### src/rtl/tfr_pkg.sv
// shared types and constants of the telemetry frame receiver
`timescale 1ns / 1ps

package tfr_pkg;

    // frame geometry: start byte, data bytes 1..33, checksum byte
    localparam int FRAME_BYTES = 35;
    localparam int DATA_LAST   = FRAME_BYTES - 2;
    localparam int POS_W       = 6;
    localparam logic [POS_W-1:0] POS_HUNT = POS_W'(0);
    localparam logic [POS_W-1:0] POS_DATA_LAST = POS_W'(DATA_LAST);
    localparam logic [POS_W-1:0] POS_CHECK = POS_W'(FRAME_BYTES - 1);

    localparam logic [7:0]  START_CHAR = 8'h53;
    localparam logic [7:0]  MODE_PARK  = 8'h50;
    localparam logic [7:0]  MODE_AUTO  = 8'h41;
    localparam logic [7:0]  MODE_SPORT = 8'h53;
    localparam logic [11:0] YEAR_BASE  = 12'd2000;
    localparam logic [2:0]  DIST_MASK  = 3'h7;

    // configuration register indexes
    localparam int CFG_IDX_W = 2;
    localparam logic [CFG_IDX_W-1:0] CFG_NEUTRAL = 2'd0;
    localparam logic [CFG_IDX_W-1:0] CFG_REVERSE = 2'd1;
    localparam logic [CFG_IDX_W-1:0] CFG_LIMIT   = 2'd2;

    // gear position codes
    localparam logic [2:0] GP_PARK    = 3'd0;
    localparam logic [2:0] GP_NEUTRAL = 3'd1;
    localparam logic [2:0] GP_REVERSE = 3'd2;
    localparam logic [2:0] GP_AUTO    = 3'd3;
    localparam logic [2:0] GP_MANUAL  = 3'd4;
    localparam logic [2:0] GP_SPORT   = 3'd5;

    // frame byte k (1..33) sits at index k
    typedef logic [DATA_LAST:1][7:0] t_frame_bytes;

    typedef struct packed {
        logic at_check;   // next accepted byte is the checksum
        logic sum_ok;     // presented byte equals the running sum
    } t_frame_stat;

    typedef struct packed {
        logic [7:0] neutral_code;
        logic [7:0] reverse_code;
        logic [5:0] gear_limit;
    } t_cfg;

    typedef struct packed {
        logic        frame_status;
        logic [51:0] time_packed;
        logic [47:0] motion_packed;
        logic [31:0] temps_packed;
        logic [32:0] warning_flags;
        logic [7:0]  extra_flags;
        logic [32:0] lights_packed;
        logic [21:0] cruise_packed;
        logic [1:0]  indicator;
        logic [2:0]  gear_position;
        logic [5:0]  manual_gear;
        logic [8:0]  power_packed;
    } t_result;

endpackage

### src/rtl/tfr_framer.sv
// start hunt, byte position, running checksum and shift line of frame bytes
`timescale 1ns / 1ps

module tfr_framer import tfr_pkg::*; (
    input  logic         i_clk,
    input  logic         i_rst_n,
    input  logic         i_take,
    input  logic [7:0]   i_byte,
    output t_frame_stat  o_stat,
    output t_frame_bytes o_bytes
);

    logic [POS_W-1:0] r_pos, n_pos;
    logic [7:0]       r_sum, n_sum;
    t_frame_bytes     r_bytes;

    always_comb begin
        n_pos = r_pos;
        n_sum = r_sum;
        if (i_take) begin
            if (r_pos == POS_HUNT) begin
                if (i_byte == START_CHAR) begin
                    n_pos = POS_W'(1);
                    n_sum = '0;
                end
            end else if (r_pos == POS_CHECK) begin
                n_pos = POS_HUNT;
            end else begin
                n_pos = r_pos + POS_W'(1);
                n_sum = r_sum + i_byte;
            end
        end
    end

    always_ff @(posedge i_clk) begin
        if (!i_rst_n) begin
            r_pos <= POS_HUNT;
            r_sum <= '0;
        end else begin
            r_pos <= n_pos;
            r_sum <= n_sum;
        end
    end

    // data bytes enter at the top; after byte 33 byte k is at index k
    always_ff @(posedge i_clk) begin
        if (i_take && r_pos != POS_HUNT && r_pos != POS_CHECK) begin
            for (int i = 1; i < DATA_LAST; i++) begin
                r_bytes[i] <= r_bytes[i+1];
            end
            r_bytes[DATA_LAST] <= i_byte;
        end
    end

    assign o_stat.at_check = (r_pos == POS_CHECK);
    assign o_stat.sum_ok   = (r_sum == i_byte);
    assign o_bytes         = r_bytes;

    property p_pos_range;
        @(posedge i_clk) disable iff (!i_rst_n) r_pos <= POS_CHECK;
    endproperty
    a_pos_range: assert property (p_pos_range)
        else $error("byte position out of range");

    property p_start_only;
        @(posedge i_clk) disable iff (!i_rst_n)
            (r_pos == POS_HUNT && i_take && i_byte != START_CHAR) |=> r_pos == POS_HUNT;
    endproperty
    a_start_only: assert property (p_start_only)
        else $error("frame started without start byte");

    property p_wrap;
        @(posedge i_clk) disable iff (!i_rst_n)
            (r_pos == POS_CHECK && i_take) |=> r_pos == POS_HUNT;
    endproperty
    a_wrap: assert property (p_wrap)
        else $error("no return to hunting after checksum");

endmodule

### src/rtl/tfr_decoder.sv
// field decode of a complete frame into the packed result
`timescale 1ns / 1ps

module tfr_decoder import tfr_pkg::*; (
    input  t_frame_bytes i_bytes,
    input  t_cfg         i_cfg,
    output t_result      o_result
);

    logic [31:0] w_flags;
    logic [32:0] w_flags_out;
    logic [7:0]  w_gear;
    logic [7:0]  w_mode;
    logic [7:0]  w_cm;
    logic [2:0]  w_dist;
    logic [7:0]  w_gear_m1;
    logic [2:0]  w_pos;
    logic [5:0]  w_mg;

    assign w_flags = {i_bytes[19], i_bytes[18], i_bytes[17], i_bytes[16]};
    assign w_gear  = i_bytes[11];
    assign w_mode  = i_bytes[26];
    assign w_cm    = i_bytes[29];

    // all four tires low folds into one all-deflated bit
    always_comb begin
        w_flags_out = {1'b0, w_flags};
        if (&w_flags[21:18]) begin
            w_flags_out[21:18] = '0;
            w_flags_out[32]    = 1'b1;
        end
    end

    always_comb begin
        w_dist = w_cm[5:3] & DIST_MASK;
        if (w_dist == 3'd0 || w_dist > 3'd4) begin
            w_dist = '0;
        end
    end

    assign w_gear_m1 = w_gear - 8'd1;

    always_comb begin
        w_mg = '0;
        priority if (w_mode == MODE_PARK) begin
            w_pos = GP_PARK;
        end else if (w_gear == i_cfg.neutral_code) begin
            w_pos = GP_NEUTRAL;
        end else if (w_gear == i_cfg.reverse_code) begin
            w_pos = GP_REVERSE;
        end else if (w_mode == MODE_AUTO) begin
            w_pos = GP_AUTO;
        end else begin
            w_pos = (w_mode == MODE_SPORT) ? GP_SPORT : GP_MANUAL;
            if (w_gear != 8'd0) begin
                if (w_gear_m1 > {2'b00, i_cfg.gear_limit}) begin
                    w_mg = i_cfg.gear_limit;
                end else begin
                    w_mg = w_gear_m1[5:0];
                end
            end
        end
    end

    always_comb begin
        o_result.frame_status  = 1'b0;
        o_result.time_packed   = {({4'h0, i_bytes[1]} + YEAR_BASE), i_bytes[2], i_bytes[3],
                                  i_bytes[4], i_bytes[5], i_bytes[6]};
        o_result.motion_packed = {i_bytes[8], i_bytes[7], i_bytes[10], i_bytes[9],
                                  i_bytes[15], i_bytes[14]};
        o_result.temps_packed  = {i_bytes[12], i_bytes[13], i_bytes[33], i_bytes[32]};
        o_result.warning_flags = w_flags_out;
        o_result.extra_flags   = i_bytes[20];
        o_result.lights_packed = {i_bytes[22], i_bytes[21], i_bytes[24], i_bytes[23],
                                  |i_bytes[25]};
        o_result.cruise_packed = {i_bytes[28], i_bytes[27], w_cm[0], w_cm[1], w_cm[2], w_dist};
        o_result.indicator     = {w_flags[6], w_flags[5]};
        o_result.gear_position = w_pos;
        o_result.manual_gear   = w_mg;
        o_result.power_packed  = {|i_bytes[31], i_bytes[30]};
    end

endmodule

### src/rtl/telemetry_frame_receiver.sv
// top level of the telemetry frame receiver
`timescale 1ns / 1ps

// telemetry frame receiver: takes one received byte per request, at most one per
// cycle, with no gaps needed. bytes are dropped until an 'S' starts a frame of 35
// bytes; bytes 1..33 are summed mod 256 and byte 34 is the checksum. a result
// request appears on the output the cycle after the checksum byte is accepted.
// the framer keeps the data bytes in a 33-byte shift line, and the decoder works
// on those fixed taps in the same cycle the checksum arrives, feeding the output
// register. on a checksum mismatch o_frame_status is 1 and all other fields are
// zero. the input side stalls only when the checksum byte is presented while an
// earlier result still waits in the output register; every other byte is taken
// even under output back-pressure.
// configuration (neutral code, reverse code, gear limit) is written through the
// cfg channel, which is always ready; indexes past the last register are ignored.

module telemetry_frame_receiver import tfr_pkg::*; (
    input  logic                 i_clk,
    input  logic                 i_rst_n,
    // byte input
    input  logic                 i_in_valid,
    output logic                 o_in_ready,
    input  logic [7:0]           i_byte_in,
    // configuration writes
    input  logic                 i_cfg_valid,
    output logic                 o_cfg_ready,
    input  logic [CFG_IDX_W-1:0] i_cfg_index,
    input  logic [7:0]           i_cfg_data,
    // result output
    output logic                 o_out_valid,
    input  logic                 i_out_ready,
    output logic                 o_frame_status,
    output logic [51:0]          o_time_packed,
    output logic [47:0]          o_motion_packed,
    output logic [31:0]          o_temps_packed,
    output logic [32:0]          o_warning_flags,
    output logic [7:0]           o_extra_flags,
    output logic [32:0]          o_lights_packed,
    output logic [21:0]          o_cruise_packed,
    output logic [1:0]           o_indicator,
    output logic [2:0]           o_gear_position,
    output logic [5:0]           o_manual_gear,
    output logic [8:0]           o_power_packed
);

    t_cfg         r_cfg;
    t_frame_stat  w_stat;
    t_frame_bytes w_bytes;
    t_result      w_decoded;
    t_result      r_out, n_out;
    logic         r_out_valid;
    logic         w_take;
    logic         w_done;

    // configuration registers, written at any time the port is used
    assign o_cfg_ready = 1'b1;

    always_ff @(posedge i_clk) begin
        if (!i_rst_n) begin
            r_cfg.neutral_code <= 8'd0;
            r_cfg.reverse_code <= 8'd255;
            r_cfg.gear_limit   <= 6'd12;
        end else if (i_cfg_valid && o_cfg_ready) begin
            unique case (i_cfg_index)
                CFG_NEUTRAL: r_cfg.neutral_code <= i_cfg_data;
                CFG_REVERSE: r_cfg.reverse_code <= i_cfg_data;
                CFG_LIMIT:   r_cfg.gear_limit   <= i_cfg_data[5:0];
                default: begin
                    // no register at this index
                end
            endcase
        end
    end

    // only the checksum byte produces a result, so only it waits for space
    assign o_in_ready = !w_stat.at_check || !r_out_valid || i_out_ready;
    assign w_take     = i_in_valid && o_in_ready;
    assign w_done     = w_take && w_stat.at_check;

    tfr_framer u_framer (
        .i_clk   (i_clk),
        .i_rst_n (i_rst_n),
        .i_take  (w_take),
        .i_byte  (i_byte_in),
        .o_stat  (w_stat),
        .o_bytes (w_bytes)
    );

    tfr_decoder u_decoder (
        .i_bytes  (w_bytes),
        .i_cfg    (r_cfg),
        .o_result (w_decoded)
    );

    // mismatch gives status 1 with every other field cleared
    always_comb begin
        if (w_stat.sum_ok) begin
            n_out = w_decoded;
        end else begin
            n_out              = '0;
            n_out.frame_status = 1'b1;
        end
    end

    // output register
    always_ff @(posedge i_clk) begin
        if (!i_rst_n) begin
            r_out_valid <= 1'b0;
        end else if (w_done) begin
            r_out_valid <= 1'b1;
        end else if (i_out_ready) begin
            r_out_valid <= 1'b0;
        end
    end

    always_ff @(posedge i_clk) begin
        if (w_done) begin
            r_out <= n_out;
        end
    end

    assign o_out_valid     = r_out_valid;
    assign o_frame_status  = r_out.frame_status;
    assign o_time_packed   = r_out.time_packed;
    assign o_motion_packed = r_out.motion_packed;
    assign o_temps_packed  = r_out.temps_packed;
    assign o_warning_flags = r_out.warning_flags;
    assign o_extra_flags   = r_out.extra_flags;
    assign o_lights_packed = r_out.lights_packed;
    assign o_cruise_packed = r_out.cruise_packed;
    assign o_indicator     = r_out.indicator;
    assign o_gear_position = r_out.gear_position;
    assign o_manual_gear   = r_out.manual_gear;
    assign o_power_packed  = r_out.power_packed;

    // a new result only follows an accepted checksum byte
    property p_result_source;
        @(posedge i_clk) disable iff (!i_rst_n)
            $rose(r_out_valid) |-> $past(w_done);
    endproperty
    a_result_source: assert property (p_result_source)
        else $error("result without checksum byte");

    // mismatch results carry nothing but the status
    property p_mismatch_clear;
        @(posedge i_clk) disable iff (!i_rst_n)
            (r_out_valid && r_out.frame_status) |->
                (r_out.time_packed == '0 && r_out.gear_position == '0 &&
                 r_out.warning_flags == '0 && r_out.manual_gear == '0);
    endproperty
    a_mismatch_clear: assert property (p_mismatch_clear)
        else $error("mismatch result has data fields");

    // manual gear only for the manual positions
    property p_manual_gear;
        @(posedge i_clk) disable iff (!i_rst_n)
            (r_out_valid && r_out.gear_position != GP_MANUAL &&
             r_out.gear_position != GP_SPORT) |-> r_out.manual_gear == '0;
    endproperty
    a_manual_gear: assert property (p_manual_gear)
        else $error("manual gear outside manual positions");

    // all-deflated bit replaces the tire bits
    property p_deflated;
        @(posedge i_clk) disable iff (!i_rst_n)
            (r_out_valid && r_out.warning_flags[32]) |-> r_out.warning_flags[21:18] == '0;
    endproperty
    a_deflated: assert property (p_deflated)
        else $error("tire bits left with all-deflated set");

endmodule

### config.mk
export PLATFORM = sky130hd
export DESIGN_NAME = telemetry_frame_receiver
export DESIGN_NICKNAME = d
export VERILOG_FILES = /design/src/rtl/tfr_pkg.sv /design/src/rtl/tfr_framer.sv /design/src/rtl/tfr_decoder.sv /design/src/rtl/telemetry_frame_receiver.sv
export SDC_FILE = /design/constraint.sdc
export NUM_CORES = 1
export LEC_CHECK = 0
export BUFFER_PORTS_ARGS = -buffer_cell sky130_fd_sc_hd__buf_2
export CAP_MARGIN = 20
export CELL_PAD_IN_SITES_DETAIL_PLACEMENT = 0
export CELL_PAD_IN_SITES_GLOBAL_PLACEMENT = 2
export CORE_MARGIN = 3
export CORE_UTILIZATION = 38
export CTS_CLUSTER_SIZE = 28
export DETAILED_ROUTE_END_ITERATION = 12
export GPL_ROUTABILITY_DRIVEN = 1
export PLACE_DENSITY_LB_ADDON = 0.1
export SLEW_MARGIN = 20
export SYNTH_ARGS = -nofsm -noshare
export SYNTH_HDL_FRONTEND = slang
export SYNTH_SLANG_ARGS = --single-unit
### constraint.sdc
create_clock -name i_clk -period 7.1 [get_ports i_clk]
set_clock_uncertainty 0.1 [all_clocks]
set_input_delay 1.065 -clock i_clk [delete_from_list [all_inputs] [get_ports i_clk]]
set_output_delay 1.065 -clock i_clk [all_outputs]
set_load 0.05 [all_outputs]
# After elaboration in Yosys (flattened, before gate mapping)
# Cells that the tools add are included.
# classes
mux,23
n_div,0
n_bitwise,2
reduce_logical,29
shifts,0
order_cmp,2
n_addsub,4
multipliers,0
eq_ne,13
# op_table
operator,count
249-bit 2-to-1 mux,1
6-bit 2-to-1 mux,9
8-bit by 7-bit equality test with 1-bit output (second input constant),4
8-bit equality test,3
8-bit 2-to-1 mux,3
8-bit OR reduction,2
3-bit 2-to-1 mux,5
8-bit by 11-bit adder with 12-bit output (second input constant),1
8-bit adder,1
8-bit by 6-bit > comparator with 1-bit output,1
2-bit AND reduction,4
8-bit nonzero test,1
8-bit by 1-bit subtractor with 8-bit output (second input constant),1
6-bit by 1-bit adder with 6-bit output (second input constant),1
6-bit equality test (second input constant),1
6-bit logical NOT,1
6-bit != test (second input constant),1
6-bit nonzero test,1
2-bit OR reduction,3
6-bit OR reduction,1
5-bit OR reduction,1
1-bit logical AND,4
1-bit 2-to-1 mux,4
4-bit 2-to-1 mux,1
other kinds (14),18
# totals
mem_count,0
in_bits,23
ramBits,0
romBits,0
elab_cells,128
latch_bits,0
register_bits,550

# Logic depth before layout (Yosys ltp)
# depth
ltp_word,9
depth_mapped,11
mapped_depth_nobuf,11

# Hierarchy
# From an unflattened synthesis, not the netlist that was laid out.
# hier_totals
hier_cells,1368
area_unflattened_um2,21733.3
# modules_own_cells
mod,area_each_um2,instances,seq_area_each_um2,cells_per_inst
telemetry_frame_receiver,10202.3,1,7937.6,629
tfr_framer,8931.1,1,8207.9,383
tfr_decoder,2600.0,1,0.0,356

# Least setup slack after synthesis
# Ideal clock, no wire load.
# synth_path
path_kind,input -> register
startpoint,input port i_out_ready
endpoint,"register r_out, in the netlist o_cruise_packed[0], enable pin"
path_slack_ps,343
path_stages,3
path_buffers,0
arrival_time_ps,6059
cell_sequence,nand2b_1 nand3_1 inv_1
# synth_between
elab_chain_len,3
# synth_rtl
element,line_no,rtl
"start, declared",telemetry_frame_receiver.sv:31,"input logic i_out_ready,"
1-bit logical OR,telemetry_frame_receiver.sv:76,assign o_in_ready = !w_stat.at_check || !r_out_valid || i_out_ready;
1-bit logical AND,telemetry_frame_receiver.sv:77,assign w_take = i_in_valid && o_in_ready;
1-bit logical AND,telemetry_frame_receiver.sv:78,assign w_done = w_take && w_stat.at_check;
named net w_done,telemetry_frame_receiver.sv:53,logic w_done;
"end signal, assigned",telemetry_frame_receiver.sv:118,r_out <= n_out;
"end, declared",telemetry_frame_receiver.sv:50,"t_result r_out, n_out;"
# The timed path passes the listed nets, and every way through them passes these cells.
# A chain may end at the register's enable or synchronous reset.

# Worst setup path after layout
# layout_path
startpoint,input port i_byte_in[4]
endpoint,"register r_out, in the netlist o_manual_gear[3], data pin"
# layout_between
elab_chain_len,3
# layout_rtl
element,line_no,rtl
"start, declared",telemetry_frame_receiver.sv:23,"input logic [7:0] i_byte_in,"
8-bit equality test,tfr_framer.sv:56,assign o_stat.sum_ok = (r_sum == i_byte);
1-bit inverter (no line),n/a,
6-bit OR reduction (no line),n/a,
# No other way between the ends.

==> flow_summary.yaml <==
die:
  fp.coreArea_mm2: 0.0506
  start_util: 0.388
  io-pin-count: 275
  die_area_mm2: 0.0544
  fp.dieW_um: 233
  num_rows: 82
  dieHeight_um: 233
critical_path:
  path_cells: "buf_2 -> ha_1 -> nor4_1 -> and3_4 -> inv_2 -> a31oi_1 -> nand4_2 -> a2111oi_2"
  worstSetupStartpointType: "input pin"
  r2r_slack_ns: 3.79
  path_max_fanout: 45
  path_class: "in2reg"
  crit-reg2reg-launch: "u_framer.o_bytes[82]$_DFFE_PP_"
  reg2reg_depth: 9
  cp_slowest_stage_delay_ns: 0.54
  cp_num_buf_inv: 2
  cp-end-kind: "flip-flop"
  critPathTopFamily: "simple AND/OR/NAND/NOR gates"
  cp_slowest_cell: "and3_4"
  required_ns: 7.38
  reg2reg_to: "o_manual_gear[3]$_SDFFCE_PP0P_"
  cp.arrival_ns: 3.82
final_layout:
  num-fill-cells: 4443
  finalNetCount: 1441
  register_area_mm2: 0.0161
  final_cells: 2115
  stdcell_area_mm2: 0.0236
  drive_gt1_frac: 0.264
  multiInputGateArea_mm2: 0.00332
  syn2layout_area_growth_pct: 20.2
  diodes: 0
grt:
  antenna_found_initial: 0
  track_usage: 0.151
  grt_max_degree: 183
  overflow: 0
  grt_pass1_vias: 9703
  grt_first_pass_wirelength_um: 61400
sta:
  finalCriticalPeriod_ns: 3.54
  hold_violations: 0
  fmax_mhz: 283
  setup_viol: 0
  worstMarginPinSlew_ns: 1.09
  rsz0062_at_grt: "no"
  relSlewSlack: 0.273
  setup_slack_ns: 3.56
  drv_slew: 0
  fin_crit_sh: 0.498
  timing.setup.tns_ns: 0
pwr:
  power_density_mw_per_mm2: 275
  power_leakage_nw: 7.71
  power_mw: 6.49
  ir_drop_v: 0.000179
placed_design:
  dp.cells: 2010
  io_buffers: 273
  gp_congestion: 0.770
  placed_area_mm2: 0.0217
  dp_slack_ns: 2.89
  dpl.hpwl_um: 26200
synth:
  synth_warnings: 0
  synthFlopType: "edfxtp_1"
  ys_types: 60
  synth_top_family_by_area: "simple AND/OR/NAND/NOR gates"
  synthAdderAreaFrac: 0.0138
  synth-compound-area-share: 0.0254
  synth-xor-area-share: 0.0107
  synth_nets: 1143
  synth_cells: 1099
  async_reset_ff_frac: 0
  synth_seq_cells: 547
  synth_edf_count: 510
  synthMuxAreaShare: 0.00663
  ys_seq_area_frac: 0.818
  syn_avg_cell_area_um2: 17.9
  synth-simple-area-share: 0.112
  netlist_area_mm2: 0.0196
worst_hold_path:
  hold_path_end: "u_framer.o_bytes[50]$_DFFE_PP_"
  hold_path.class: "reg2reg"
  hold_depth: 0
  worstHoldStart: "u_framer.o_bytes[58]$_DFFE_PP_"
clock_network:
  post_cts_resized: 0
  clkTransAtPathRegs_ns: 0.06
  cts_buffers: 57
  htree_levels: 2
  cts_tree: "yes"
  cts.sinks: 547
  clk_latency_ns: 0.60
  cts_root_buf: "clkbuf_16"
  cts_hold_buf: 0
  cts_setup_buffers: 0
  clockBufferDepth: 3
routing:
  via_per_inst: 4.60
  drt_iter0_markers: 604
  wl_per_cell_um: 19.7
  drt-pass1-iter-count: 5
  drc: 0
  num_vias: 9727
  drtAntennaViolNets: 0
  wl_um: 41600
outcome:
  status: "completed"
job:
  maxCapViolCount: 0
-- area by class of cell --
class | count | area share
flip-flops and latches | 547 | 0.680
multi-input cells | 488 | 0.140
clock buffers | 72 | 0.0646
repair buffers | 280 | 0.0606
well taps | 672 | 0.0356
clock inverters | 33 | 0.0143
inverters | 23 | 0.00429
-- how the worst max path moves through the flow --
stage                     depth (start not counted)                               end          from  slack (ns)
after floorplan                                   3  o_cruise_packed[0]$_SDFFCE_PP0P_   i_out_ready        0.34
after global placement                            8    o_manual_gear[3]$_SDFFCE_PP0P_  i_byte_in[4]        3.05
after detailed placement                          8    o_manual_gear[3]$_SDFFCE_PP0P_  i_byte_in[4]        2.89
after CTS                                         8    o_manual_gear[3]$_SDFFCE_PP0P_  i_byte_in[4]        3.50
after global routing                              8    o_manual_gear[1]$_SDFFCE_PP0P_  i_byte_in[4]        3.25
final                                             8    o_manual_gear[3]$_SDFFCE_PP0P_  i_byte_in[4]        3.56
-- metal layers --
| layer | wire (µm) | global-route usage |
|---|---|---|
| met1 | 18700 | 0.211 |
| met2 | 19400 | 0.235 |
| met3 | 2570 | 0.0373 |
| met4 | 929 | 0.0445 |
| met5 | 0 | 0 |
-- placed cells by master (no fill, tap or decap), types with 5 or more instances in the layout --
master and count:
bufinv_16 6, xor2_1 20, a21oi_1 14, buf_2 273, o21ai_0 9, and3_1 10, nor2b_1 22, nand2_1 30
edfxtp_1 510, clkbuf_1 12, and2_1 221, dfxtp_1 37, a2111oi_2 6, buf_4 6, nor2_1 10, a211oi_1 7
nor3_1 5, clkbuf_16 58, clkinv_1 10, or3_1 7, ha_1 20, mux2i_1 13, inv_1 20, nor4_1 11
nand3_1 26, clkinv_2 13
-- flip-flops by register name (all words and copies together) (netlist names) --
name,flops
o_power_packed,9
r_cfg,22
o_out_valid,1
o_manual_gear,6
o_warning_flags,33
u_framer.r_pos,6
o_temps_packed,32
o_cruise_packed,22
o_lights_packed,33
o_motion_packed,48
o_frame_status,1
u_framer.o_bytes,264
u_framer.r_sum,8
o_time_packed,51
o_gear_position,3
o_extra_flags,8
-- power by group --
group          switching, mW  internal (mW)
Combinational         0.0303         0.0213
Clock                   1.22           1.74
Sequential           0.00519           3.48
Total                   1.26           5.24
-- cells in the mapped netlist, drive strengths merged, types with 13 or more instances --
cell	n	area share
edfxtp	510	0.78
and2	221	0.070
dfxtp	37	0.038
clkbuf	32	0.0061
nand2	30	0.0057
nand3	26	0.0066
inv	23	0.0044
nor2b	22	0.0070
ha	20	0.013
xor2	20	0.0089
a21oi	14	0.0036
mux2i	13	0.0066
-- cells by family (layout without fill, tap and decap cells) --
family / Yosys count / count (layout)
buffers and inverters: 64 / 408
AND/OR/NAND/NOR: 364 / 364
AO/OA/AOI/OAI: 65 / 65
XOR/XNOR: 24 / 24
other: 1 / 1
adder cells (fa/ha/maj): 21 / 21
flip-flops: 547 / 547
multiplexers: 13 / 13
-- through the flow --
step	utilization	hold slack, ns
2_1_floorplan	-	0.300
4_1_cts	0.467	0.325
6_report	0.467	0.333
5_1_grt	0.467	0.335
3_5_place_dp	0.430	0.312
3_3_place_gp	0.430	0.309
No activity file was read; power rests on OpenSTA's default activity.
